`src/rtl/abc_pkg.sv`:
```
package abc_pkg;

  localparam int unsigned ValW     = 16;
  localparam int unsigned HalfW    = 15;
  localparam int unsigned ProdW    = 48;
  localparam int unsigned CntW     = 15;
  localparam int unsigned HitIdxW  = 6;
  localparam int unsigned TblDepth = 65536;
  localparam int unsigned MapDepth = 32768;
  localparam int unsigned QDepth   = 2;
  localparam int unsigned QIdxW    = 1;

  localparam logic [ValW-1:0]    MaxValue = 16'hFFFF;
  localparam logic [ValW-1:0]    MinValue = 16'd3;
  localparam logic [ValW-1:0]    MaxValueReset = 16'hFFFF;
  localparam logic [HitIdxW-1:0] MaxHits  = 6'd63;

  typedef enum logic [1:0] {
    KIND_HIT     = 2'd0,
    KIND_SUMMARY = 2'd1,
    KIND_ERROR   = 2'd2
  } kind_e;

  // one table row: smallest prime factor, radical, radical without that prime
  typedef struct packed {
    logic [ValW-1:0] spf;
    logic [ValW-1:0] rad;
    logic [ValW-1:0] rest;
  } tbl_entry_t;

  typedef struct packed {
    logic [ValW-1:0] addr_a;
    logic [ValW-1:0] addr_b;
  } tbl_rd_t;

  typedef struct packed {
    logic [ValW-1:0] sum_value;
    logic            err;
  } req_t;

  typedef struct packed {
    kind_e            kind;
    logic [HalfW-1:0] part_a;
    logic [ValW-1:0]  part_b;
    logic [ValW-1:0]  radical_a;
    logic [ValW-1:0]  radical_b;
    logic [ValW-1:0]  radical_c;
    logic [ProdW-1:0] radical_product;
    logic [CntW-1:0]  coprime_count;
    logic [CntW-1:0]  hit_count;
    logic             dropped;
    logic             last;
  } res_t;

endpackage

```
`src/rtl/abc_front.sv`:
```
module abc_front (
  input  logic                       clk_i,
  input  logic                       rst_ni,
  input  logic                       cfg_we_i,
  input  logic [abc_pkg::ValW-1:0]   cfg_wdata_i,
  input  logic                       in_valid_i,
  output logic                       in_stall_o,
  input  logic [abc_pkg::ValW-1:0]   sum_value_i,
  input  logic                       ready_i,
  output logic                       q_valid_o,
  output abc_pkg::req_t              q_req_o,
  input  logic                       q_pop_i
);
  import abc_pkg::*;

  logic [ValW-1:0]  max_value_q;
  req_t             ent_q [QDepth];
  logic [QIdxW-1:0] wp_q, rp_q;
  logic [QIdxW:0]   cnt_q;
  logic             push;
  req_t             req;

  assign in_stall_o = (cnt_q == (QIdxW+1)'(QDepth)) || !ready_i;
  assign push       = in_valid_i && !in_stall_o;
  assign req.sum_value = sum_value_i;
  assign req.err       = (sum_value_i < MinValue) || (sum_value_i > max_value_q);
  assign q_valid_o  = (cnt_q != '0);
  assign q_req_o    = ent_q[rp_q];

  always_ff @(posedge clk_i or negedge rst_ni) begin
    if (!rst_ni) begin
      max_value_q <= MaxValueReset;
      wp_q        <= '0;
      rp_q        <= '0;
      cnt_q       <= '0;
    end else begin
      if (cfg_we_i) begin
        max_value_q <= cfg_wdata_i;
      end
      if (push) begin
        wp_q <= wp_q + 1'b1;
      end
      if (q_pop_i) begin
        rp_q <= rp_q + 1'b1;
      end
      if (push && !q_pop_i) begin
        cnt_q <= cnt_q + 1'b1;
      end else if (!push && q_pop_i) begin
        cnt_q <= cnt_q - 1'b1;
      end
    end
  end

  always_ff @(posedge clk_i) begin
    if (push) begin
      ent_q[wp_q] <= req;
    end
  end

endmodule

```
`config.mk`:
```
export PLATFORM = sky130hd
export DESIGN_NAME = abc_front
export DESIGN_NICKNAME = d
export VERILOG_FILES = /design/src/rtl/abc_pkg.sv /design/src/rtl/abc_front.sv
export SDC_FILE = /design/constraint.sdc
export NUM_CORES = 1
export LEC_CHECK = 0
export BUFFER_PORTS_ARGS = -buffer_cell sky130_fd_sc_hd__buf_4
export CORE_UTILIZATION = 38
export DETAILED_ROUTE_END_ITERATION = 10
export PLACE_DENSITY = 0.58
export RECOVER_POWER = 100
export SLEW_MARGIN = 0
export SYNTH_ARGS = -nofsm -noshare
export SYNTH_HDL_FRONTEND = slang
export SYNTH_SLANG_ARGS = --single-unit
```
`constraint.sdc`:
```
create_clock -name clk_i -period 2.3 [get_ports clk_i]
set_clock_uncertainty 0.15 [all_clocks]
set_input_delay 0.345 -clock clk_i [delete_from_list [all_inputs] [get_ports clk_i]]
set_output_delay 0.345 -clock clk_i [all_outputs]
set_load 0.05 [all_outputs]
```
After elaboration in Yosys (flattened, before gate mapping)
Memory sizes are Yosys's and may differ from the RTL's.
Cells that the tools add are included.
{ "word_totals": {"reg_bits": 20, "ram_bits": 34, "inputBits": 38, "output_inout_bits": 19, "elab_cells": 27, "memories": 1} }
{ "classes": {"addsub": 4, "n_lt_le_gt_ge": 2, "n_eq_ne": 1, "n_mux": 4, "n_reduce_logical": 11} }
{ "memory_table": {"columns": ["memory", "words", "word_bits", "read_ports", "rd_ports_with_merged_regs", "write_ports", "line_no", "source"], "rows": [
  ["ent_q", 2, 17, 1, 0, 1, "abc_front.sv:17", "req_t ent_q [QDepth];"]
]} }
{ "op_table": {"columns": ["cell", "count"], "rows": [
  ["$gt A16 B16 Y1", 1],
  ["$lt A16 B2 Y1 const B", 1],
  ["$logic_not A1 Y1", 4],
  ["$mux W2", 2],
  ["$reduce_bool A2 Y1", 2],
  ["$logic_and A1 B1 Y1", 3],
  ["$add A1 B1 Y1 const B", 2],
  ["$add A2 B1 Y2 const B", 1],
  ["$eq A2 B2 Y1 const B", 1],
  ["$logic_or A1 B1 Y1", 2],
  ["$mux W1", 2],
  ["$sub A2 B1 Y2 const B", 1]
]} }

Longest topological paths before layout
Gate-level depths: netlist of the first run.
{ "depth": {"ltp_word": 8, "depth_mapped": 7, "ltp_nobuf": 7} }

Least setup slack after synthesis of the first run
No wires, ideal clock.
{ "synth_path": {"path_kind": "flip-flop to output port", "startpoint": "register cnt_q[0]", "endpoint": "output port in_stall_o", "arrival_time_ps": 1510, "setup_slack_ps": 295, "path_stages_with_launch": 2, "n_path_buf": 0, "cell_sequence": "dfrtp_1 -> o21ai_0"} }
{ "synth_via": {"elab_chain_len": 2} }
{ "synth_lines": {"columns": ["item", "line_no", "source"], "rows": [
  ["start, declared", "abc_front.sv:19", "logic [QIdxW:0] cnt_q;"],
  ["start signal, assigned", "abc_front.sv:47", "cnt_q <= cnt_q + 1'b1;"],
  ["start signal, assigned", "abc_front.sv:49", "cnt_q <= cnt_q - 1'b1;"],
  ["$eq A2 B2 Y1", "abc_front.sv:23", "assign in_stall_o = (cnt_q == (QIdxW+1)'(QDepth)) || !ready_i;"],
  ["$logic_or A1 B1 Y1", "abc_front.sv:23", null],
  ["end, declared", "abc_front.sv:7", "output logic in_stall_o,"]
]} }
Every way passes these cells.

==> run_summary.xml, run 1 <==
<?xml version="1.0" encoding="UTF-8"?>
<metrics>
  <group name="grt">
    <metric name="antenna_found_initial" unit="">0</metric>
    <metric name="grt_pass1_wl" unit="mm">6.927</metric>
    <metric name="globalRouteTotalUtil" unit="">0.1418</metric>
    <metric name="globalRouteOverflowTotal" unit="">0</metric>
    <metric name="grt_pass1_vias" unit="">1358</metric>
    <metric name="largest_net_degree_at_the_start_of_global_routing" unit="">32</metric>
  </group>
  <group name="timing">
    <metric name="fin_tns_setup" unit="ps">0</metric>
    <metric name="min_period_over_period" unit="">0.8859</metric>
    <metric name="worst_pin_slew" unit="ps">1091</metric>
    <metric name="fmaxAchievable" unit="MHz">490.8</metric>
    <metric name="rsz0062_at_grt" unit="">no</metric>
    <metric name="slew-limit-headroom" unit="">0.2724</metric>
    <metric name="finalWorstPathRequiredPeriod" unit="ps">2037</metric>
    <metric name="hold_viol_final" unit="">0</metric>
    <metric name="report.final.setup_viol" unit="">0</metric>
    <metric name="final-max-slew-violation-count" unit="">0</metric>
  </group>
  <group name="cells_and_area">
    <metric name="drive_gt1_frac" unit="">0.3279</metric>
    <metric name="layout.area.seq" unit="sq mm">0.001541</metric>
    <metric name="final_core_util" unit="">0.4878</metric>
    <metric name="n_antenna_cell" unit="">0</metric>
    <metric name="n_fill_cell" unit="">601</metric>
    <metric name="area_growth" unit="%">20.56</metric>
    <metric name="final_nets" unit="">298</metric>
    <metric name="multi_input_area" unit="sq um">809.5</metric>
    <metric name="final-instance-count-excl-fill" unit="">319</metric>
  </group>
  <group name="detailed_routing">
    <metric name="wl_per_cell" unit="um">13.82</metric>
    <metric name="detailedRoute.firstIterationViolations" unit="">93</metric>
    <metric name="drt-total-wl" unit="mm">4.408</metric>
    <metric name="ant_nets" unit="">0</metric>
    <metric name="detailedRoute.firstPassIterationCount" unit="">4</metric>
    <metric name="route.detailed.vias_per_inst" unit="">4.787</metric>
    <metric name="residual_drc_count" unit="">0</metric>
    <metric name="vias" unit="">1527</metric>
  </group>
  <group name="hold_path">
    <metric name="worstHoldPathCells" unit="">2</metric>
    <metric name="holdCritPathClass" unit="">primary input to flip-flop</metric>
  </group>
  <group name="critical_path">
    <metric name="cp-end-kind" unit="">flip-flop</metric>
    <metric name="timing.critical_path.fanout_max" unit="">2</metric>
    <metric name="critPathRequiredTime" unit="ps">2190</metric>
    <metric name="cells_on_worst_reg2reg_path" unit="">6</metric>
    <metric name="critical_path_arrival" unit="ps">1930</metric>
    <metric name="worstSetupPathType" unit="">flip-flop to flip-flop</metric>
    <metric name="setup.worst_path.start_class" unit="">flip-flop</metric>
  </group>
  <group name="logic_synthesis">
    <metric name="distinct_cell_type_count_of_the_synthesized_netlist" unit="">28</metric>
    <metric name="netlist_area" unit="sq mm">0.002452</metric>
    <metric name="synth.net_count" unit="">237</metric>
    <metric name="synth.yosys.seq_area_share" unit="">0.6286</metric>
    <metric name="synth_top_area_share" unit="">0.4163</metric>
    <metric name="synth.avg_cell_area" unit="sq um">13.47</metric>
    <metric name="synth.area.top_cells" unit="">edfxtp_1 (42%), dfstp_2 (17%), ha_1 (8.7%)</metric>
    <metric name="yosysWarnings" unit="">0</metric>
    <metric name="netlist_instances" unit="">182</metric>
    <metric name="cell_type_contributing_the_most_total_cell_area_after_synthesis" unit="">edfxtp_1</metric>
    <metric name="number_of_synthesized_register_bits" unit="">54</metric>
  </group>
  <group name="cts">
    <metric name="clkTransAtPathRegs" unit="ps">90</metric>
    <metric name="clk-insertion-delay-late" unit="ps">300</metric>
    <metric name="clk_path_buf_depth" unit="">2</metric>
    <metric name="ctsRootBufferMaster" unit="">clkbuf_8</metric>
    <metric name="cts_sinks" unit="">54</metric>
    <metric name="h-tree-depth" unit="">2</metric>
    <metric name="cts_tree" unit="">done</metric>
    <metric name="numCtsBuffers" unit="">5</metric>
  </group>
  <group name="floorplan">
    <metric name="floorplan.core_area" unit="sq mm">0.006061</metric>
    <metric name="placementRows" unit="">28</metric>
    <metric name="die-area" unit="sq mm">0.006779</metric>
    <metric name="floorplan.die.width" unit="um">82.34</metric>
    <metric name="die_height" unit="um">82.34</metric>
    <metric name="pin_count" unit="">57</metric>
    <metric name="effective_utilization_at_floorplan" unit="">0.4046</metric>
  </group>
  <group name="power_and_ir_drop">
    <metric name="power.ir.vdd_worst" unit="uV">528.8</metric>
    <metric name="cellPowerDensity" unit="mW/mm^2">999.1</metric>
    <metric name="leakagePower" unit="nW">1.195</metric>
  </group>
  <group name="placed_design">
    <metric name="place.port_buffers" unit="">56</metric>
    <metric name="final_weighted_congestion_in_routability_driven_placement" unit="">0.7875</metric>
    <metric name="detailed_place_hpwl" unit="mm">3.327</metric>
    <metric name="placed_cells" unit="">310</metric>
  </group>
  <group name="run_status">
    <metric name="outcome" unit="">completed</metric>
  </group>
  <group name="flow_run">
    <metric name="max_cap_check_violation_count" unit="">0</metric>
  </group>
</metrics>
## registers in the layout (all words and copies together), names as in the netlist
name,flops
cnt_q,2
max_value_q,16
ent_q,34
wp_q,1
rp_q,1
## synthesized netlist by cell type
master     instances
xnor2_1            3
nand4_1            4
edfxtp_1          34
inv_1             19
a21o_1             2
nor2b_1            1
dfstp_2           16
nand3_1            2
nand4_2            1
o41a_1             1
o21ai_0           16
nand2_1           17
o211ai_2           1
buf_4              1
nor2_1             2
buf_2              1
a211oi_1           2
a2111oi_2          1
nor4_1             4
ha_1              17
dfrtp_1            4
clkbuf_1           3
xor2_1             2
a21oi_1            6
mux2_2            18
and2_1             1
or2_2              1
o211ai_1           2
## timing repair
action                    4_1_cts  5_1_grt
setup buffers                   0        0
hold buffers                    1        0
resized for setup               0        0
hold endpoints to repair        4        0
## power breakdown
| group | switching, mW | internal, mW | total (mW) |
|---|---|---|---|
| registers | 0.0447 | 1.20 | 1.25 |
| clock network | 0.292 | 0.325 | 0.617 |
| logic | 0.753 | 0.339 | 1.09 |
| total | 1.09 | 1.86 | 2.95 |
## cell usage in the layout, fill, tap and decap left out, drive strengths merged
| master | count |
|---|---|
| a211oi | 2 |
| buf | 22 |
| nand2 | 17 |
| a21oi | 6 |
| clkbuf | 42 |
| dlygate4sd3 | 1 |
| xor2 | 2 |
| nand4 | 5 |
| dfrtp | 4 |
| and2 | 1 |
| edfxtp | 34 |
| o41a | 1 |
| dfstp | 16 |
| or2 | 1 |
| mux2 | 18 |
| bufinv | 1 |
| o21ai | 16 |
| nor2b | 1 |
| nor4 | 4 |
| ha | 17 |
| a21o | 2 |
| clkinvlp | 1 |
| nand3 | 2 |
| inv | 19 |
| xnor2 | 3 |
| o211ai | 3 |
| nor2 | 2 |
| a2111oi | 1 |
## worst max-delay path, cell delays in order, from the launching register on
cell	delay, ps
dfstp_2	520
inv_1	40
ha_1	280
nor2b_1	140
o211ai_2	130
a2111oi_0	110
o41a_1	410
## final cells by class
type,count,area share
clock buffer,6,0.02455
multi-input combinational,104,0.2738
inverter,19,0.02412
sequential,54,0.5214
clock inverter,2,0.01270
timing repair buffer,59,0.1117
tap,75,0.03174
## stage by stage
step	area, sq um	worst slack (ps)	total power, mW	hold WS (ps)
CTS	3078	263.3	3.087	66.82
floorplan	2452	294.6	2.122	-100.6
global route	2957	154.3	3.111	59.13
global placement	2958	319.7	2.463	89.05
finish	2957	262.5	2.954	75.26
detailed placement	2958	283.3	2.466	90.26
## cell families after synthesis
group | count (synthesis) | synth area share
DFF | 54 | 0.6286
and+or+nand+nor | 33 | 0.06633
AOI/OAI and AO/OA | 31 | 0.07908
buffers and inverters | 24 | 0.03878
muxes | 18 | 0.08265
adders and majority gates | 17 | 0.08673
xor gates and xnor gates | 5 | 0.01786
## layer usage
layer	wire length (um)	GRT usage	part of all wire	vias up
li1	-	-	-	776
met1	2103	0.2074	0.48	703
met2	1993	0.2041	0.45	43
met3	267	0.03846	0.061	5
met4	43	0.04211	0.0098	0
met5	0	0	0	-
## worst paths after layout
kind / start / endpoint / slack [ps]
max: max_value_q[1] / ent_q[0][0] / 260
min: q_pop_i / rp_q / 80
max reg2reg: max_value_q[1] / ent_q[0][0] / 260
min reg2reg: wp_q / wp_q / 350
max in group asynchronous: rst_ni / rp_q / 740
min in group asynchronous: rst_ni / cnt_q[0] / 610
Power figures use the tool's default switching activity.
==> run 2, diff against run 1 <==
--- a/config.mk
+++ b/config.mk
@@ -8,7 +8,7 @@
 export BUFFER_PORTS_ARGS = -buffer_cell sky130_fd_sc_hd__buf_4
 export CORE_UTILIZATION = 38
 export DETAILED_ROUTE_END_ITERATION = 10
-export PLACE_DENSITY = 0.58
+export PLACE_DENSITY_LB_ADDON = 0.12
 export RECOVER_POWER = 100
 export SLEW_MARGIN = 0
 export SYNTH_ARGS = -nofsm -noshare
==> run_summary.xml, run 2 (synthesis gave the netlist of run 1 again) <==
<?xml version="1.0" encoding="UTF-8"?>
<metrics>
  <group name="run_status">
    <metric name="outcome" unit="">completed</metric>
  </group>
  <group name="grt">
    <metric name="antenna_found_initial" unit="">0</metric>
    <metric name="largest_net_degree_at_the_start_of_global_routing" unit="">32</metric>
    <metric name="globalRouteOverflowTotal" unit="">0</metric>
    <metric name="grt_pass1_wl" unit="mm">6.893</metric>
    <metric name="globalRouteTotalUtil" unit="">0.1401</metric>
    <metric name="grt_pass1_vias" unit="">1390</metric>
  </group>
  <group name="detailed_routing">
    <metric name="drt-total-wl" unit="mm">4.421</metric>
    <metric name="detailedRoute.firstPassIterationCount" unit="">4</metric>
    <metric name="detailedRoute.firstIterationViolations" unit="">58</metric>
    <metric name="wl_per_cell" unit="um">13.86</metric>
    <metric name="route.detailed.vias_per_inst" unit="">4.771</metric>
    <metric name="vias" unit="">1522</metric>
    <metric name="residual_drc_count" unit="">0</metric>
    <metric name="ant_nets" unit="">0</metric>
  </group>
  <group name="critical_path">
    <metric name="critPathRequiredTime" unit="ps">2190</metric>
    <metric name="crit_path_top_delay_cell" unit="">dfstp_2</metric>
    <metric name="cells_on_worst_reg2reg_path" unit="">6</metric>
    <metric name="critical_path.cell_chain" unit="">inv_1 -&gt; ha_1 -&gt; nor2b_1 -&gt; o211ai_1 -&gt; a2111oi_0 -&gt; o41a_1</metric>
    <metric name="critical_path_arrival" unit="ps">1960</metric>
    <metric name="cp-end-kind" unit="">flip-flop</metric>
    <metric name="max_stage_delay" unit="ps">530</metric>
    <metric name="cp.buffers_inverters" unit="">1</metric>
    <metric name="setup.worst_path.start_class" unit="">flip-flop</metric>
    <metric name="worstSetupPathType" unit="">flip-flop to flip-flop</metric>
    <metric name="critical_path_s_top_delay_family" unit="">compound AO/OA/AOI/OAI gates</metric>
    <metric name="timing.critical_path.fanout_max" unit="">2</metric>
    <metric name="stages_on_worst_setup_path" unit="">6</metric>
  </group>
  <group name="timing">
    <metric name="final-max-slew-violation-count" unit="">0</metric>
    <metric name="fin_tns_setup" unit="ps">0</metric>
    <metric name="slew-limit-headroom" unit="">0.3069</metric>
    <metric name="fmaxAchievable" unit="MHz">482.8</metric>
    <metric name="rsz0062_at_grt" unit="">no</metric>
    <metric name="min_period_over_period" unit="">0.9006</metric>
    <metric name="hold_viol_final" unit="">0</metric>
    <metric name="fin_hold_ws" unit="ps">69.91</metric>
    <metric name="report.final.setup_viol" unit="">0</metric>
    <metric name="postLayoutSetupSlackWorst" unit="ps">228.7</metric>
    <metric name="finalWorstPathRequiredPeriod" unit="ps">2071</metric>
    <metric name="worst_pin_slew" unit="ps">1040</metric>
  </group>
  <group name="cts">
    <metric name="clk_path_buf_depth" unit="">2</metric>
    <metric name="post-cts-setup-buffers" unit="">0</metric>
    <metric name="clkTransAtPathRegs" unit="ps">90</metric>
    <metric name="cts_tree" unit="">done</metric>
    <metric name="cts_sinks" unit="">54</metric>
    <metric name="h-tree-depth" unit="">2</metric>
    <metric name="clk-insertion-delay-late" unit="ps">290</metric>
    <metric name="ctsRootBufferMaster" unit="">clkbuf_8</metric>
    <metric name="post_cts.resized_instances" unit="">0</metric>
    <metric name="numCtsBuffers" unit="">5</metric>
  </group>
  <group name="cells_and_area">
    <metric name="drive_gt1_frac" unit="">0.3238</metric>
    <metric name="number_of_flip_flops_in_the_largest_register" unit="">34</metric>
    <metric name="final-instance-count-excl-fill" unit="">319</metric>
    <metric name="n_antenna_cell" unit="">0</metric>
    <metric name="largest_register" unit="">ent_q</metric>
    <metric name="n_fill_cell" unit="">578</metric>
    <metric name="mostFrequentLayoutCell" unit="">edfxtp_1</metric>
    <metric name="reg.largest.list" unit="">ent_q x34, max_value_q x16, cnt_q x2</metric>
    <metric name="final_nets" unit="">298</metric>
    <metric name="finish.instance_area" unit="sq mm">0.002950</metric>
    <metric name="layout_common_cells" unit="">edfxtp_1 (34), clkbuf_1 (22), buf_4 (22)</metric>
    <metric name="final_core_util" unit="">0.4868</metric>
    <metric name="area_growth" unit="%">20.31</metric>
  </group>
  <group name="floorplan">
    <metric name="floorplan.die.width" unit="um">82.34</metric>
    <metric name="die-area" unit="sq mm">0.006779</metric>
    <metric name="effective_utilization_at_floorplan" unit="">0.4046</metric>
    <metric name="placementRows" unit="">28</metric>
    <metric name="floorplan.core_area" unit="sq mm">0.006061</metric>
    <metric name="die_height" unit="um">82.34</metric>
    <metric name="pin_count" unit="">57</metric>
  </group>
  <group name="hold_path">
    <metric name="holdCritPathClass" unit="">primary input to flip-flop</metric>
    <metric name="worstHoldPathCells" unit="">2</metric>
  </group>
  <group name="power_and_ir_drop">
    <metric name="leakagePower" unit="nW">1.190</metric>
    <metric name="power.ir.vdd_worst" unit="uV">446.6</metric>
    <metric name="p_total" unit="mW">2.963</metric>
    <metric name="cellPowerDensity" unit="mW/mm^2">1004</metric>
  </group>
  <group name="placed_design">
    <metric name="dpl-instance-area" unit="sq mm">0.002958</metric>
    <metric name="place_ws" unit="ps">298.2</metric>
    <metric name="final_weighted_congestion_in_routability_driven_placement" unit="">0.8026</metric>
    <metric name="detailed_place_hpwl" unit="mm">3.267</metric>
    <metric name="placed_cells" unit="">310</metric>
    <metric name="place.port_buffers" unit="">56</metric>
  </group>
  <group name="flow_run">
    <metric name="max_cap_check_violation_count" unit="">0</metric>
  </group>
</metrics>
==> run 2: cell counts in the layout (fill, tap and decap cells not counted) <==
Identical to the previous run, type by type.
==> run 2: cell type report <==
| type | count | area [sq um] | share of cell area |
|---|---|---|---|
| Clock buffer | 6 | 72.57 | 0.02460 |
| Clock inverter | 2 | 37.54 | 0.01272 |
| Inverter | 19 | 71.32 | 0.02417 |
| Multi-Input combinational cell | 104 | 804.5 | 0.2727 |
| Sequential cell | 54 | 1541 | 0.5225 |
| Tap cell | 75 | 93.84 | 0.03181 |
| Timing Repair Buffer | 59 | 329.1 | 0.1115 |
==> run 2: power breakdown <==
| part | switching, mW | internal, mW | leakage, nW | total (mW) |
|---|---|---|---|---|
| combinational | 0.747 | 0.341 | 0.613 | 1.09 |
| clock | 0.299 | 0.325 | 0.0514 | 0.624 |
| sequential | 0.0484 | 1.20 | 0.525 | 1.25 |
| total | 1.09 | 1.87 | 1.19 | 2.96 |
==> run 2: worst paths after layout <==
path                                 from     endpoint  slack [ps]
setup / recovery           max_value_q[1]  ent_q[0][0]         230
hold / removal                    q_pop_i         rp_q          70
setup reg to reg           max_value_q[1]  ent_q[0][0]         230
hold reg to reg                      rp_q         rp_q         320
max in group asynchronous          rst_ni     cnt_q[0]         790
min in group asynchronous          rst_ni     cnt_q[1]         590
==> run 2: what timing repair did <==
item / in CTS / in global routing
endpoints found under the hold margin: 4 / 0
hold buffers: 1 / 0
endpoints found under the setup margin: 0 / 0
==> run 2: per-layer routing <==
| layer | vias up | track usage | share of wire |
|---|---|---|---|
| met1 | 710 | 0.1962 | 0.50 |
| met2 | 36 | 0.2190 | 0.45 |
| met5 | - | 0 | 0 |
| met3 | 2 | 0.03187 | 0.043 |
| li1 | 774 | - | - |
| met4 | 0 | 0.03684 | 0.0057 |
